$ cat src/rtl/core/chs_pkg.sv
// Shared types and constants for the CHS sector address translator.
package chs_pkg;

  localparam int ADDRESS_BITS = 30;
  localparam int CYL_W        = 16;
  localparam int HEAD_W       = 4;
  localparam int SECT_W       = 8;
  localparam int HEADS_W      = 5;
  localparam int SPT_W        = 8;
  localparam int LIN_W        = 30;
  localparam int ACC_W        = (ADDRESS_BITS + 1 > LIN_W + SPT_W) ?
                                (ADDRESS_BITS + 1) : (LIN_W + SPT_W);
  localparam int CNT_W        = $clog2(LIN_W + 1);
  localparam int CFG_IDX_W    = 2;
  localparam int CFG_DATA_W   = 8;

  localparam logic [CFG_IDX_W-1:0] CFG_LOG_SPT   = 2'd0;
  localparam logic [CFG_IDX_W-1:0] CFG_LOG_HEADS = 2'd1;
  localparam logic [CFG_IDX_W-1:0] CFG_PHY_SPT   = 2'd2;
  localparam logic [CFG_IDX_W-1:0] CFG_PHY_HEADS = 2'd3;

  localparam logic [0:0] KIND_LOAD = 1'b0;

  typedef struct packed {
    logic [0:0]        kind;
    logic [CYL_W-1:0]  load_cylinder;
    logic [HEAD_W-1:0] load_head;
    logic [SECT_W-1:0] load_sector;
  } in_word_t;

  typedef struct packed {
    logic [CYL_W-1:0]        cur_cylinder;
    logic [HEAD_W-1:0]       cur_head;
    logic [SECT_W-1:0]       cur_sector;
    logic [ADDRESS_BITS-1:0] sector_address;
    logic [0:0]              out_of_range;
  } out_word_t;

  typedef struct packed {
    logic [SPT_W-1:0]   log_spt;
    logic [HEADS_W-1:0] log_heads;
    logic [SPT_W-1:0]   phy_spt;
    logic [HEADS_W-1:0] phy_heads;
  } geom_t;

  typedef struct packed {
    logic [CYL_W-1:0]  cylinder;
    logic [HEAD_W-1:0] head;
    logic [SECT_W-1:0] sector;
  } pos_t;

  typedef enum logic [2:0] {
    CALC_IDLE,
    CALC_MUL_HEAD,
    CALC_MUL_SPT,
    CALC_DIV,
    CALC_MUL_PHYS,
    CALC_DONE
  } calc_state_t;

endpackage

$ cat src/rtl/core/chs_addr_unit.sv
// Bit-serial address unit: shift-add multiplies and restoring division.
module chs_addr_unit (
  input  logic                          clk,
  input  logic                          rst,
  input  logic                          start,
  input  chs_pkg::geom_t                geom,
  input  chs_pkg::pos_t                 pos,
  input  logic                          ack,
  output logic                          busy,
  output logic                          done,
  output logic [chs_pkg::ADDRESS_BITS-1:0] addr,
  output logic                          bad_out
);
  import chs_pkg::*;

  calc_state_t       state, state_next;
  logic [ACC_W-1:0]  acc, acc_next;
  logic [ACC_W-1:0]  mcand, mcand_next;
  logic [SPT_W-1:0]  mplier, mplier_next;
  logic [CNT_W-1:0]  cnt, cnt_next;
  logic [SPT_W-1:0]  rem, rem_next;
  logic [LIN_W-1:0]  quo, quo_next;
  logic              bad, bad_next;

  logic [ACC_W-1:0]  acc_sum;
  logic [SPT_W:0]    rem_s;
  logic [SPT_W-1:0]  used;
  logic              ge;
  logic [SPT_W-1:0]  rem_d;
  logic [LIN_W-1:0]  quo_d;
  logic              range_bad;
  logic              xlate;
  logic              last;
  logic              ovf;

  always_ff @(posedge clk) begin
    if (rst) begin
      state <= CALC_IDLE;
    end else begin
      state <= state_next;
    end
    acc    <= acc_next;
    mcand  <= mcand_next;
    mplier <= mplier_next;
    cnt    <= cnt_next;
    rem    <= rem_next;
    quo    <= quo_next;
    bad    <= bad_next;
  end

  assign acc_sum = acc + (mplier[0] ? mcand : '0);
  assign rem_s   = {rem, quo[LIN_W-1]};
  assign used    = geom.phy_spt - SPT_W'(1);
  assign ge      = rem_s >= {1'b0, used};
  assign rem_d   = ge ? SPT_W'(rem_s - {1'b0, used}) : SPT_W'(rem_s);
  assign quo_d   = {quo[LIN_W-2:0], ge};
  assign last    = cnt == CNT_W'(1);

  assign range_bad = ({1'b0, pos.head} >= geom.log_heads) || (pos.sector == '0) ||
                     (pos.sector > geom.log_spt);
  assign xlate     = (geom.log_spt != geom.phy_spt) || (geom.log_heads != geom.phy_heads);

  always_comb begin
    state_next  = state;
    acc_next    = acc;
    mcand_next  = mcand;
    mplier_next = mplier;
    cnt_next    = cnt;
    rem_next    = rem;
    quo_next    = quo;
    bad_next    = bad;
    unique case (state)
      CALC_IDLE: begin
        if (start) begin
          bad_next = range_bad || (xlate && (geom.phy_spt < SPT_W'(2)));
          if (range_bad || (xlate && (geom.phy_spt < SPT_W'(2)))) begin
            state_next = CALC_DONE;
          end else begin
            acc_next    = ACC_W'(pos.head);
            mcand_next  = ACC_W'(pos.cylinder);
            mplier_next = SPT_W'(geom.log_heads);
            cnt_next    = CNT_W'(HEADS_W);
            state_next  = CALC_MUL_HEAD;
          end
        end
      end
      CALC_MUL_HEAD: begin
        acc_next    = acc_sum;
        mcand_next  = mcand << 1;
        mplier_next = mplier >> 1;
        cnt_next    = cnt - CNT_W'(1);
        if (last) begin
          // c*heads+h done; now times sectors per track plus sector-1
          mcand_next  = acc_sum;
          acc_next    = ACC_W'(pos.sector - SECT_W'(1));
          mplier_next = geom.log_spt;
          cnt_next    = CNT_W'(SPT_W);
          state_next  = CALC_MUL_SPT;
        end
      end
      CALC_MUL_SPT: begin
        acc_next    = acc_sum;
        mcand_next  = mcand << 1;
        mplier_next = mplier >> 1;
        cnt_next    = cnt - CNT_W'(1);
        if (last) begin
          if (xlate) begin
            quo_next   = acc_sum[LIN_W-1:0];
            rem_next   = '0;
            cnt_next   = CNT_W'(LIN_W);
            state_next = CALC_DIV;
          end else begin
            state_next = CALC_DONE;
          end
        end
      end
      CALC_DIV: begin
        rem_next = rem_d;
        quo_next = quo_d;
        cnt_next = cnt - CNT_W'(1);
        if (last) begin
          // quotient*pspt + remainder
          acc_next    = ACC_W'(rem_d);
          mcand_next  = ACC_W'(quo_d);
          mplier_next = geom.phy_spt;
          cnt_next    = CNT_W'(SPT_W);
          state_next  = CALC_MUL_PHYS;
        end
      end
      CALC_MUL_PHYS: begin
        acc_next    = acc_sum;
        mcand_next  = mcand << 1;
        mplier_next = mplier >> 1;
        cnt_next    = cnt - CNT_W'(1);
        if (last) begin
          state_next = CALC_DONE;
        end
      end
      CALC_DONE: begin
        if (ack) begin
          state_next = CALC_IDLE;
        end
      end
      default: begin
        state_next = CALC_IDLE;
      end
    endcase
  end

  assign busy    = state != CALC_IDLE;
  assign done    = state == CALC_DONE;
  assign ovf     = |acc[ACC_W-1:ADDRESS_BITS];
  assign bad_out = bad || ovf;
  assign addr    = bad_out ? '0 : acc[ADDRESS_BITS-1:0];

endmodule

$ cat src/rtl/core/chs_sector_address_translator.sv
// Top level of the CHS sector address translator.
//
// Input words on in_data (valid/stall) either load a cylinder/head/sector
// position or step it to the next sector. Each input word yields one output
// word on out_data with the new position, its linear sector address and an
// out_of_range flag; the address is zero when the flag is set.
// Geometry registers are written through cfg_we/cfg_index/cfg_data; the
// user must do so only while the block is idle, which it does not enforce.
// The address is built by a bit-serial unit: a shift-add multiply by the
// head count, one by the sectors per track, and when the logical and
// physical geometry differ, a restoring division by the used sectors per
// track (physical minus one) and a multiply back. An out-of-range position
// skips the arithmetic. in_stall stays high from acceptance until the result
// is loaded into the output register, so no new word is taken before that.
// The output register lets the unit finish while out_stall is high; the
// unit then holds its result and in_stall stays high until it is taken.
// Reset restores the default geometry (17 sectors, 16 heads) and the
// position cylinder 0, head 0, sector 1; in_stall is high during reset.
module chs_sector_address_translator (
  input  logic                          clk,
  input  logic                          rst,
  input  logic                          in_valid,
  output logic                          in_stall,
  input  chs_pkg::in_word_t             in_data,
  output logic                          out_valid,
  input  logic                          out_stall,
  output chs_pkg::out_word_t            out_data,
  input  logic                          cfg_we,
  input  logic [chs_pkg::CFG_IDX_W-1:0] cfg_index,
  input  logic [chs_pkg::CFG_DATA_W-1:0] cfg_data
);
  import chs_pkg::*;

  geom_t             geom;
  pos_t              pos, pos_next;
  logic              start_q;
  logic              in_fire;
  logic              load_out;
  logic              calc_busy;
  logic              calc_done;
  logic [ADDRESS_BITS-1:0] calc_addr;
  logic              calc_bad;
  logic [SECT_W:0]   sect_inc;
  logic [HEADS_W-1:0] head_inc;

  assign in_stall = rst || start_q || calc_busy;
  assign in_fire  = in_valid && !in_stall;
  assign load_out = calc_done && (!out_valid || !out_stall);

  always_ff @(posedge clk) begin
    if (rst) begin
      geom.log_spt   <= SPT_W'(17);
      geom.log_heads <= HEADS_W'(16);
      geom.phy_spt   <= SPT_W'(17);
      geom.phy_heads <= HEADS_W'(16);
    end else if (cfg_we) begin
      unique case (cfg_index)
        CFG_LOG_SPT:   geom.log_spt   <= cfg_data;
        CFG_LOG_HEADS: geom.log_heads <= cfg_data[HEADS_W-1:0];
        CFG_PHY_SPT:   geom.phy_spt   <= cfg_data;
        CFG_PHY_HEADS: geom.phy_heads <= cfg_data[HEADS_W-1:0];
        default: ;
      endcase
    end
  end

  // sector wraps only on reaching exactly spt+1, head only on exactly heads
  assign sect_inc = {1'b0, pos.sector} + (SECT_W+1)'(1);
  assign head_inc = {1'b0, pos.head} + HEADS_W'(1);

  always_comb begin
    pos_next = pos;
    if (in_data.kind == KIND_LOAD) begin
      pos_next.cylinder = in_data.load_cylinder;
      pos_next.head     = in_data.load_head;
      pos_next.sector   = in_data.load_sector;
    end else if (sect_inc == ({1'b0, geom.log_spt} + (SECT_W+1)'(1))) begin
      pos_next.sector = SECT_W'(1);
      if (head_inc == geom.log_heads) begin
        pos_next.head     = '0;
        pos_next.cylinder = pos.cylinder + CYL_W'(1);
      end else begin
        pos_next.head = head_inc[HEAD_W-1:0];
      end
    end else begin
      pos_next.sector = sect_inc[SECT_W-1:0];
    end
  end

  always_ff @(posedge clk) begin
    if (rst) begin
      pos.cylinder <= '0;
      pos.head     <= '0;
      pos.sector   <= SECT_W'(1);
      start_q      <= 1'b0;
      out_valid    <= 1'b0;
    end else begin
      if (in_fire) begin
        pos <= pos_next;
      end
      start_q <= in_fire;
      if (load_out) begin
        out_valid <= 1'b1;
      end else if (!out_stall) begin
        out_valid <= 1'b0;
      end
    end
  end

  always_ff @(posedge clk) begin
    if (load_out) begin
      out_data.cur_cylinder   <= pos.cylinder;
      out_data.cur_head       <= pos.head;
      out_data.cur_sector     <= pos.sector;
      out_data.sector_address <= calc_addr;
      out_data.out_of_range   <= calc_bad;
    end
  end

  chs_addr_unit u_addr (
    .clk     (clk),
    .rst     (rst),
    .start   (start_q),
    .geom    (geom),
    .pos     (pos),
    .ack     (load_out),
    .busy    (calc_busy),
    .done    (calc_done),
    .addr    (calc_addr),
    .bad_out (calc_bad)
  );

endmodule

$ cat config.mk
export PLATFORM = sky130hd
export DESIGN_NAME = chs_sector_address_translator
export DESIGN_NICKNAME = d
export VERILOG_FILES = /design/src/rtl/core/chs_pkg.sv /design/src/rtl/core/chs_addr_unit.sv /design/src/rtl/core/chs_sector_address_translator.sv
export SDC_FILE = /design/constraint.sdc
export NUM_CORES = 1
export LEC_CHECK = 0
export ABC_AREA = 1
export ABC_CLOCK_PERIOD_IN_PS = 6460
export BUFFER_PORTS_ARGS = -buffer_cell sky130_fd_sc_hd__buf_4
export CAP_MARGIN = 30
export CORE_AREA = 2 2 178 163
export CTS_BUF_LIST = sky130_fd_sc_hd__clkbuf_8
export CTS_CLUSTER_SIZE = 25
export DETAILED_ROUTE_END_ITERATION = 8
export DIE_AREA = 0 0 180 165
export PLACE_DENSITY = 0.82
export SLEW_MARGIN = 20
export SYNTH_ARGS = -nofsm -noshare
export SYNTH_HDL_FRONTEND = slang
export SYNTH_SLANG_ARGS = --single-unit
$ cat constraint.sdc
create_clock -name clk -period 6.46 [get_ports clk]
set_input_delay 1.292 -clock clk [delete_from_list [all_inputs] [get_ports clk]]
set_output_delay 1.292 -clock clk [all_outputs]
set_load 0.02 [all_outputs]
==> summary.md <==
| Metric | Value |
|---|---|
| Run status | complete, no violations |
| Synth Cell Area | 0.0151 mm² |
| Cell Count, Final, Fillers Out | ~2400 |
| Peak Freq | 0.271 GHz |
| Vias post-DR | 14100 |
| Total global routing overflow | 0 |
| DRC viols | 0 |
| Top post-synthesis cells by count | nand2_1 (520), inv_1 (261), nor2_1 (193) |
| Power Density | 499 mW/mm² |
| H-tree levels | 2 |
| Area contributors post-synth | edfxtp_1 (37%), nand2_1 (13%), dfxtp_1 (7.8%) |
| Die H | 165 µm |
| Routed WL | 44100 µm |
| Port Buf Inserts | 104 |
| CP startpoint kind | primary input |
| Clock Latency Late Sink | 0.58 ns |
| CTS tree | built |
| Routed len/inst | 18.1 µm |
| Initial core utilization | 0.546 |
| Max-slew headroom | 0.321 |
| Unrepaired setup endpoints after global routing | false |
| Async SR Flop Fraction | 0 |
| Worst setup EP type | output port |
| Final worst path period share | 0.571 |
| Min-delay src | pos[27] |
| Placed cell areas | approximately 0.016 mm² |
| RR Startpoint | u_addr.cnt[1] |
| Count leader, synth | nand2_1 |
| Final setup viols | 0 |
| Slowest-stage cell, CP | inv_2 |
| Detailed-route vias per instance | ~5.8 |
| Post-synth net total | 2051 |
| Dominant cell type by area after synthesis | edfxtp_1 |
| Post-Syn Area per Cell | 7.79 µm² |
| Total GRT Usage | 0.292 |
| Initial DRC count | 1516 |
| Post-route cell area | 0.0171 mm² |
| Actual slew at the worst max-slew pin | between 1 and 1.5 ns |
| Post-CTS Setup Inserts | 0 |
| Hold crit path type | register to register |
| Final hold viol count | 0 |
| CP cell instances | buf_4 > inv_2 > nand2_1 > buf_4 |
| Clock slew at reported path FFs | 0.06 ns |
| Hpwl dp | about 32000 µm |
| Buf/Inv on CP | 3 |
| Worst Setup SP | rst |
| CP arrival | 2.39 ns |
| CTS Hold Bufs | 0 |
| Static Leak | between 7 and 8 nW |
| Post-synth EDFFs | between 150 and 200 |
| Layout area overhead | 13.4% |
| Post-synthesis sequential area ratio | 0.450 |
| Area of the die | 0.0297 mm² |
| CP Class | primary input to output port |
| First-pass GRT wire length | ~68000 µm |
| Distinct cells, synth | 47 |
| CP most frequent cell | buf_4 |
| I/O Pins | ~110 |
| Min setup slack post-route | around 2.8 ns |
| Pre-antenna DRT Iters | 6 |
| FF+latch count, synth | between 200 and 250 |
| Cell count after synthesis | 1939 |
| Diode count | 0 |
| Clock period minus worst slack | 3.69 ns |
| Max clock buf depth | 3 |
| Setup Skew | 0.0427 ns |
| Placed cell count | roughly 2400 |
| CP required | 5.17 ns |
| Critical Path Max Stage Delay | 0.65 ns |
| Fillcell total | 2407 |
| Crit-path max FO | 55 |
| Initial antenna violation count | 1 |
| Max_cap viols | 0 |
| Prevailing post-synth register cell | edfxtp_1 |
| Vias in the first global route | 12800 |
| Worst IR Drop VDD | 0.293 mV |
| Layout Nets | 2157 |
| Layout cell share with drive strength beyond 1 | 0.105 |
| CTS Buf Count | 43 |
| Pre-CTS setup slack | 2.77 ns |
| Largest net degree at the start of global routing | 76 |
| Top cell type's share of synthesized area | 0.372 |
| Post-CTS sizing | 0 |
| # rows | 58 |
| Synth warn | 0 |
| Core area | 0.0276 mm² |
| CP top delay family | buffers and inverters |
| Max Transition Viols Final | 0 |
| Global placer's final weighted congestion | 0.989 |
| Setup tns final | 0 ns |
| Die W | approximately 180 µm |
| CTS root buf | clkbuf_8 |
| Total clock sinks | between 200 and 250 |
| Routed Antenna Nets | 0 |
==> worst register-to-register path, delay by kind of cell, from the launching register on <==
family	cells	cell delay, ns
DFF	1	0.39
and+or+nand+nor	4	1.42
adders and majority gates	1	0.15
buffers and inverters	4	1.36
==> state kept, by name, indices dropped and copies added, names as in the netlist <==
register / flops
out_data: 59
u_addr.bad: 1
out_valid: 1
u_addr.rem: 8
u_addr.state: 3
u_addr.quo: 30
u_addr.acc: 38
u_addr.mcand: 38
geom: 26
start_q: 1
pos: 28
u_addr.mplier: 8
u_addr.cnt: 5
==> cells by family after synthesis <==
group,Yosys count,synth area share
and+or+nand+nor,922,0.256
AOI/OAI and AO/OA,319,0.118
adders and majority gates,68,0.0573
xor gates and xnor gates,57,0.0331
DFF,246,0.450
buffers and inverters,323,0.0829
muxes,4,0.00265
==> final timing paths <==
| path | cells after the start | slack (ns) | end |
|---|---|---|---|
| max | 4 | 2.77 | in_stall |
| min | 0 | 0.49 | out_data[58] |
| max reg2reg | 9 | 2.80 | u_addr.quo[27] |
| min reg2reg | 0 | 0.49 | out_data[58] |
==> cell type report <==
cell class	instances	area (µm²)	share of cell area
flip-flops and latches	246	6800	0.397
well taps	360	450	0.0263
clock buffers	52	716	0.0418
clock inverters	21	130	0.00760
multi-input cells	1370	7090	0.414
repair buffers	118	950	0.0554
inverters	266	998	0.0583
==> through the flow <==
stage	util	total power, W	hold WS, ns
2_1_floorplan	-	0.00574	0.430
3_3_place_gp	0.585	0.00681	0.474
3_5_place_dp	0.585	0.00694	0.468
4_1_cts	0.616	0.00838	0.488
5_1_grt	0.619	0.00913	0.487
6_report	0.619	0.00854	0.486
==> where the power goes <==
| part | internal, W | leakage, nW | total (W) | switching, W |
|---|---|---|---|---|
| Clock | 0.000769 | 0.472 | 0.00143 | 0.000666 |
| Combinational | 0.00132 | 5.24 | 0.00431 | 0.00298 |
| Sequential | 0.00247 | 2.21 | 0.00280 | 0.000333 |
==> per-layer routing <==
layer / routed length [µm] / track usage / up-vias / share of wire
met5: 54 / 0 / - / 0.0012
met4: 849 / 0.0769 / 2 / 0.019
met3: 5730 / 0.0748 / 84 / 0.13
met2: 18300 / 0.429 / 876 / 0.41
met1: 19200 / 0.428 / 6471 / 0.44
li1: - / - / 6630 / -
==> layout by cell type (no fill, tap or decap), drive strengths merged <==
cell type | Yosys | routed
inv | 264 | 274
buf | 20 | 118
bufinv | 0 | 1
nor3 | 34 | 34
o21bai | 3 | 3
clkinv | 2 | 12
o211ai | 15 | 15
a21boi | 11 | 11
clkbuf | 37 | 52
xnor2 | 17 | 17
a31oi | 6 | 6
o22ai | 3 | 3
nand2 | 535 | 535
nand3 | 107 | 107
o21a | 1 | 1
nor2 | 201 | 201
a21oi | 133 | 133
nand3b | 4 | 4
a21o | 6 | 6
edfxtp | 187 | 187
a22oi | 17 | 17
xor2 | 40 | 40
dfxtp | 59 | 59
fa | 2 | 2
a221oi | 6 | 6
or2 | 7 | 7
o21ai | 113 | 113
nor4 | 3 | 3
mux2i | 4 | 4
nand4 | 31 | 31
o311ai | 2 | 2
ha | 66 | 66
o221ai | 3 | 3
(Power assumes the default switching activity.)
